## src/rtl/grmt_pkg.sv

```systemverilog
// shared constants, types and helpers for the grid range maximum tree
package grmt_pkg;

  localparam int MAX_SIDE       = 256;
  localparam int VALUE_BITS     = 32;
  localparam int SIDE_BITS      = 9;
  localparam int NODE_BITS      = $clog2(MAX_SIDE) + 1;
  localparam int ADDR_BITS      = 2 * NODE_BITS;
  localparam int MEM_DEPTH      = 1 << ADDR_BITS;
  localparam int STACK_DEPTH    = NODE_BITS;
  localparam int STACK_IDX_BITS = $clog2(STACK_DEPTH);
  localparam int STACK_PTR_BITS = $clog2(STACK_DEPTH + 1);
  localparam int CFG_IDX_BITS   = 1;

  localparam logic [CFG_IDX_BITS-1:0] REG_ROWS = 1'b0;
  localparam logic [CFG_IDX_BITS-1:0] REG_COLS = 1'b1;
  localparam logic CMD_WRITE = 1'b0;
  localparam logic CMD_QUERY = 1'b1;

  typedef logic [SIDE_BITS-1:0]         side_t;
  typedef logic [NODE_BITS-1:0]         node_t;
  typedef logic signed [VALUE_BITS-1:0] value_t;
  typedef logic [ADDR_BITS-1:0]         addr_t;

  typedef struct packed {
    logic   command;
    side_t  cell_row;
    side_t  cell_col;
    value_t cell_value;
    side_t  row_low;
    side_t  col_low;
    side_t  row_high;
    side_t  col_high;
  } item_t;

  typedef struct packed {
    node_t node;
    side_t lo;
    side_t hi;
  } frame_t;

  typedef enum logic [3:0] {
    OP_NONE, OP_CLEAR, OP_LOAD, OP_PATH, OP_WR_RDA, OP_WR_RDB, OP_WR_WRITE,
    OP_OVISIT, OP_IVISIT, OP_IACC, OP_OPOP, OP_EMIT
  } dp_op_t;

  typedef struct packed {
    logic clear_last;
    logic is_query;
    logic write_ok;
    logic query_bad;
    logic path_done;
    logic write_last;
    logic out_covered;
    logic in_covered;
    logic out_empty;
    logic in_empty;
  } dp_status_t;

  function automatic value_t vmax(value_t a, value_t b);
    return (a > b) ? a : b;
  endfunction

  function automatic side_t clamp_side(side_t v);
    side_t r;
    if (v == '0) r = side_t'(1);
    else if (v > side_t'(MAX_SIDE)) r = side_t'(MAX_SIDE);
    else r = v;
    return r;
  endfunction

endpackage

```

## src/rtl/grmt_ctrl.sv

```systemverilog
// controller: sequences clearing, cell writes and rectangle queries
module grmt_ctrl import grmt_pkg::*; (
  input  logic       clk,
  input  logic       rst,
  input  logic       in_valid,
  output logic       in_ready,
  output logic       out_valid,
  input  logic       out_ready,
  output dp_op_t     op,
  input  dp_status_t status
);
  typedef enum logic [3:0] {
    S_CLEAR, S_IDLE, S_DECIDE, S_PATH, S_WRA, S_WRB, S_WRW,
    S_OVISIT, S_IVISIT, S_IACC, S_OPOP, S_DONE
  } state_t;

  state_t state, state_next;
  logic   slot_free;

  assign slot_free = !out_valid || out_ready;
  assign in_ready  = (state == S_IDLE);

  always_comb begin
    op         = OP_NONE;
    state_next = state;
    unique case (state)
      S_CLEAR: begin
        op = OP_CLEAR;
        if (status.clear_last) state_next = S_IDLE;
      end
      S_IDLE: begin
        if (in_valid) begin
          op         = OP_LOAD;
          state_next = S_DECIDE;
        end
      end
      S_DECIDE: begin
        priority if (status.is_query && status.query_bad) state_next = S_DONE;
        else if (status.is_query) state_next = S_OVISIT;
        else if (status.write_ok) state_next = S_PATH;
        else state_next = S_IDLE;
      end
      S_PATH: begin
        op = OP_PATH;
        if (status.path_done) state_next = S_WRA;
      end
      S_WRA: begin
        op         = OP_WR_RDA;
        state_next = S_WRB;
      end
      S_WRB: begin
        op         = OP_WR_RDB;
        state_next = S_WRW;
      end
      S_WRW: begin
        op         = OP_WR_WRITE;
        state_next = status.write_last ? S_IDLE : S_WRA;
      end
      S_OVISIT: begin
        op = OP_OVISIT;
        if (status.out_covered) state_next = S_IVISIT;
      end
      S_IVISIT: begin
        op = OP_IVISIT;
        if (status.in_covered) state_next = S_IACC;
      end
      S_IACC: begin
        op         = OP_IACC;
        state_next = status.in_empty ? S_OPOP : S_IVISIT;
      end
      S_OPOP: begin
        op         = OP_OPOP;
        state_next = status.out_empty ? S_DONE : S_OVISIT;
      end
      S_DONE: begin
        if (slot_free) begin
          op         = OP_EMIT;
          state_next = S_IDLE;
        end
      end
      default: state_next = S_IDLE;
    endcase
  end

  always_ff @(posedge clk) begin
    if (rst) begin
      state     <= S_CLEAR;
      out_valid <= 1'b0;
    end else begin
      state <= state_next;
      if (op == OP_EMIT) out_valid <= 1'b1;
      else if (out_ready) out_valid <= 1'b0;
    end
  end

  a_acc_after_read: assert property (@(posedge clk) disable iff (rst)
    (state == S_IACC) |-> ($past(state) == S_IVISIT))
    else $error("accumulate without a node read");

  a_emit_sets_valid: assert property (@(posedge clk) disable iff (rst)
    (op == OP_EMIT) |=> out_valid)
    else $error("result not presented after emit");

  a_emit_needs_room: assert property (@(posedge clk) disable iff (rst)
    (op == OP_EMIT) |-> slot_free)
    else $error("result overwritten before it was taken");

endmodule

```

## config.mk

```make
export PLATFORM = sky130hd
export DESIGN_NAME = grmt_ctrl
export DESIGN_NICKNAME = d
export VERILOG_FILES = /design/src/rtl/grmt_pkg.sv /design/src/rtl/grmt_ctrl.sv
export SDC_FILE = /design/constraint.sdc
export NUM_CORES = 1
export LEC_CHECK = 0
export BUFFER_PORTS_ARGS = -buffer_cell sky130_fd_sc_hd__buf_2
export CAP_MARGIN = 25
export CORE_MARGIN = 1
export CORE_UTILIZATION = 30
export CTS_CLUSTER_SIZE = 25
export DETAILED_ROUTE_END_ITERATION = 10
export HOLD_SLACK_MARGIN = 0.1
export SKIP_CTS_REPAIR_TIMING = 1
export SLEW_MARGIN = 20
export SYNTH_ARGS = -nofsm -noshare
export SYNTH_HDL_FRONTEND = slang
export SYNTH_SLANG_ARGS = --single-unit
```

## constraint.sdc

```tcl
create_clock -name clk -period 2.07 [get_ports clk]
set_clock_uncertainty 0.15 [all_clocks]
set_input_delay 0.207 -clock clk [delete_from_list [all_inputs] [get_ports clk]]
set_output_delay 0.207 -clock clk [all_outputs]
set_load 0.03 [all_outputs]
```

# Word-level counts from Yosys, hierarchy flattened
# Cells that the tools add are included.
[word_totals]
register_bits = 5
inputBits = 14
output_inout_bits = 6
word_cells = 44
[op_classes]
n_eq_ne = 18
mux = 18
n_reduce_logical = 6
[op_table]
columns = ["cell", "count"]
rows = [
  ["4-bit case mux with 12 select lines", 1],
  ["4-bit case mux with 11 select lines", 1],
  ["4-bit 2-to-1 mux", 9],
  ["4-bit equality test, second input constant", 5],
  ["4-bit by 3-bit equality test with 1-bit output, second input constant", 4],
  ["2-bit inequality test, second input constant", 6],
  ["4-bit by 2-bit equality test with 1-bit output, second input constant", 2],
  ["2-bit 2-to-1 mux", 3],
  ["3-bit 2-to-1 mux", 2],
  ["6-bit AND reduction", 1],
  ["4-bit by 1-bit equality test with 1-bit output, second input constant", 1],
  ["4-bit logical NOT", 1],
  ["1-bit 2-to-1 mux", 2],
  ["2-bit nonzero test", 1],
  ["1-bit logical AND", 1],
  ["1-bit logical NOT", 1],
  ["1-bit logical OR", 1],
]

# Depth between registers and ports, before layout
[logic_depth]
word_depth = 6
depth_mapped = 8
depth_no_buf = 7

# Least setup slack after synthesis
# No wires, ideal clock.
[synth_path]
path_type = "reg-to-reg"
start = "register state[2]"
end = "register state[1]"
setup_ps = 117
arrival_ps = 1761
required_ps = 1803
slack_ps = 41
stages_incl_launch_ff = 8
path_buffers = 1
synth_period_minus_slack_ps = 2029
cell_sequence = "dfxtp_1 inv_1 ha_1 clkbuf_1 a22o_1 a311oi_4 o21ai_2 a32o_1"
[synth_via]
elab_chain_len = 3
word_cells_on_any_way = 20
classes_between = "17 x eq/ne; 1 x mux; 2 x reduce/logical"
[synth_rtl]
columns = ["item", "line_no", "rtl"]
rows = [
  ["from (decl)", "grmt_ctrl.sv:17", "state_t state, state_next;"],
  ["from (signal assigned)", "grmt_ctrl.sv:90", "state <= state_next;"],
  ["4-bit equality test (tied with other cells)", "grmt_ctrl.sv:26", "unique case (state)"],
  ["2-bit inequality test (no source line)", "n/a", ""],
  ["6-bit AND reduction (no source line)", "n/a", ""],
]
# Several ways; a longest one is shown, not always the timed one.
# A chain may end at the register's enable or synchronous reset.

# Worst setup path in the final report
[layout_path]
start = "register state[2]"
end = "output op[0]"
[layout_via]
elab_chain_len = 2
word_cells_on_any_way = 12
classes_between = "10 x eq/ne; 1 x mux; 1 x reduce/logical"
[layout_rtl]
columns = ["item", "line_no", "rtl"]
rows = [
  ["4-bit equality test (tied with other cells)", "grmt_ctrl.sv:26", ""],
  ["4-bit case mux with 11 select lines *", "grmt_ctrl.sv:26", ""],
  ["to (decl)", "grmt_ctrl.sv:9", "output dp_op_t op,"],
]
# Every way passes the cells marked *; elsewhere a longest branch is shown, timed or not.

==> results.py <==
metrics = {
    "sta": {
        "fin_crit_ps": 1990,
        "slew-limit-headroom_pct": 78.4,
        "clock.fmax_ghz": 0.503,
        "setup_viol": 0,
        "hold_viol_final": 0,
        "worst_pin_slew_ps": 323,
        "period_share_pct": 96.0,
        "finalMaxSlewViolations": 0,
    },
    "worst_setup_path": {
        "worstSetupPathType": "reg -> out",
        "worstPathMaxFanout": 13,
        "startpoint_type": "flop",
        "cp.required_ps": 1710,
        "worstPathArrival_ps": 1630,
        "end_kind": "output pin",
    },
    "global_route": {
        "overflow": 0,
        "use_met1_pct": 18.6,
        "grt_max_degree": 14,
        "antenna_found_initial": 0,
        "grt_pass1_vias": 550,
        "grt.busiest_layer": "met2",
        "grt_usage_pct": 14.9,
        "grt.met2_usage_pct": 24.5,
        "grt_pass1_wl_mm": 2.27,
        "use_met3_pct": 5.95,
    },
    "routing": {
        "initialDrtViolationCount": 4,
        "vias": 649,
        "wirelength_mm": 1.58,
        "first_pass_iters": 4,
        "drt-vias-per-instance": 4.99,
        "ant_nets": 0,
        "routedWlPerCell_um": 12.2,
        "drc": 0,
    },
    "pwr": {
        "p_per_area_nw_per_um2": 1830,
        "p_leak_nw": 0.374,
        "ir_worst_vdd_v": 0.000862,
        "power_mw": 1.49,
    },
    "place": {
        "gp_congestion": 0.809,
        "placement.io_buffers": 19,
        "dpl.hpwl_mm": 1.14,
    },
    "layout": {
        "multiInputGateArea_um2": 434,
        "fillers": 190,
        "layout-drive-gt1-share_pct": 40.0,
        "regArea_um2": 103,
        "nNetsFinal": 124,
        "postLayoutCoreUtil_pct": 46.2,
        "antennaDiodeCount": 0,
        "syn2layout_area_growth_pct": 40.0,
    },
    "yosys": {
        "synth_top_area_share_pct": 17.2,
        "synth.cell_area_um2": 582,
        "synth_edf_count": 0,
        "yosys.area.top_type": "dfxtp_1",
        "synthFlopType": "dfxtp_1",
        "syn_area_per_cell_um2": 7.56,
        "syn_inst": 77,
        "ys_ff_latch": 5,
        "ys_warn_count": 0,
        "seq_area_frac_synth_pct": 17.2,
        "synth_area_leaders": "dfxtp_1 (17%), ha_1 (8.6%), a21oi_1 (5.2%)",
        "ys_async_sr_fraction_pct": 0,
        "syn_nets": 95,
        "synth.distinct_cells": 35,
    },
    "cts": {
        "ctsHtreeMaxLevel": 1,
        "clk_path_buf_depth": 2,
        "clk_pin_slew_ps": 40,
        "clk_latency_ps": 240,
        "root_buffer": "clkbuf_4",
        "cts_buffers": 3,
        "clock-sinks": 5,
        "cts_tree": "built",
    },
    "floorplanning": {
        "io_pins": 20,
        "die_y_um": 46.0,
        "die_area_um2": 2120,
        "std_cell_rows": 15,
        "die_w_um": 46.0,
        "initial_core_util_pct": 33.0,
        "fp.coreArea_um2": 1760,
    },
    "job": {
        "drv_cap": 0,
    },
    "hold_path": {
        "hold_class": "in -> reg",
    },
    "run_status": {
        "status": "finished clean",
    },
}
per-layer routing:
| metal | routed length, µm | vias to the layer above |
|---|---|---|
| li1 | - | 340 |
| met1 | 743 | 290 |
| met2 | 772 | 19 |
| met5 | 0 | - |
| met4 | 0 | 0 |
| met3 | 65 | 0 |
stage by stage:
| step | hold WS (ps) | setup TNS [ps] | std cells | setup WS, ps | cell area (µm²) |
|---|---|---|---|---|---|
| 4_1_cts | 46.4 | -36.8 | 126 | -17.3 | 759 |
| 3_3_place_gp | 308 | 0 | 122 | 96.7 | 733 |
| 3_5_place_dp | 304 | 0 | 122 | 31.6 | 733 |
| 2_1_floorplan | 126 | 0 | 77 | 41.4 | 582 |
| 6_report | 245 | 0 | 130 | 82.9 | 815 |
| 5_1_grt | 267 | -13.0 | 130 | -13.0 | 815 |
sequential cells by signal, summed over array words and instances, names as in the netlist:
name and count:
out_valid 1, state 4
final timing paths:
path,from,endpoint,slack (ps),depth (start not counted)
worst max-delay path,state[2],op[0],80,8
worst min-delay path,out_ready,out_valid,240,3
worst max register to register,state[2],state[1],100,8
worst min register to register,state[3],state[3],380,2
synth_stat cells, types with 2 or more instances:
| master | number |
|---|---|
| clkbuf_1 | 5 |
| nor2b_1 | 2 |
| nor4b_1 | 2 |
| inv_1 | 7 |
| nor2_1 | 6 |
| a21oi_1 | 6 |
| a211oi_1 | 3 |
| nand2_1 | 4 |
| dfxtp_1 | 5 |
| o21ai_0 | 6 |
| o211ai_1 | 2 |
| a22o_1 | 2 |
| ha_1 | 4 |
| nand2b_1 | 2 |
power breakdown:
group	leakage (nW)	internal [mW]	switching [mW]	total (mW)
Sequential	0.0418	0.138	0.0483	0.186
Combinational	0.318	0.519	0.669	1.19
Clock	0.0150	0.0729	0.0406	0.114
Total	0.374	0.730	0.758	1.49
kinds of logic (layout without fill, tap and decap cells):
family,after synthesis,after routing,share of synthesized area (%)
fa+ha+maj,4,4,8.60
compound gates,29,29,36.8
mux,2,2,3.66
simple gates,23,23,23.2
buf+inv,14,42,10.5
flops,5,5,17.2
layout by cell type (no fill, tap or decap), types with 2 or more instances in the layout:
master / n
a21oi_2: 2
a22o_1: 2
nor2_1: 6
a21oi_1: 4
clkbuf_4: 4
dfxtp_2: 2
ha_1: 4
dfxtp_1: 3
inv_1: 7
buf_4: 10
nand2_1: 4
nand2b_1: 2
o21ai_0: 5
nor4b_1: 2
nor2b_1: 2
buf_2: 18
o211ai_1: 2
a211oi_1: 3
critical path: stages, from the launching register on:
cell and delay [ps]:
dfxtp_2 330, inv_1 70, ha_1 220, buf_6 150, a21oi_2 120, o21ai_1 90, a21oi_2 180, nor2_1 50
clkbuf_4 180
layout make-up:
cell class / instances / share of cell area (%)
multi-input combinational: 58 / 53.3
inverter: 7 / 3.23
clock buffer: 4 / 3.23
tap: 25 / 3.84
sequential: 5 / 12.6
timing repair buffer: 31 / 23.8
(Power assumes the default switching activity.)
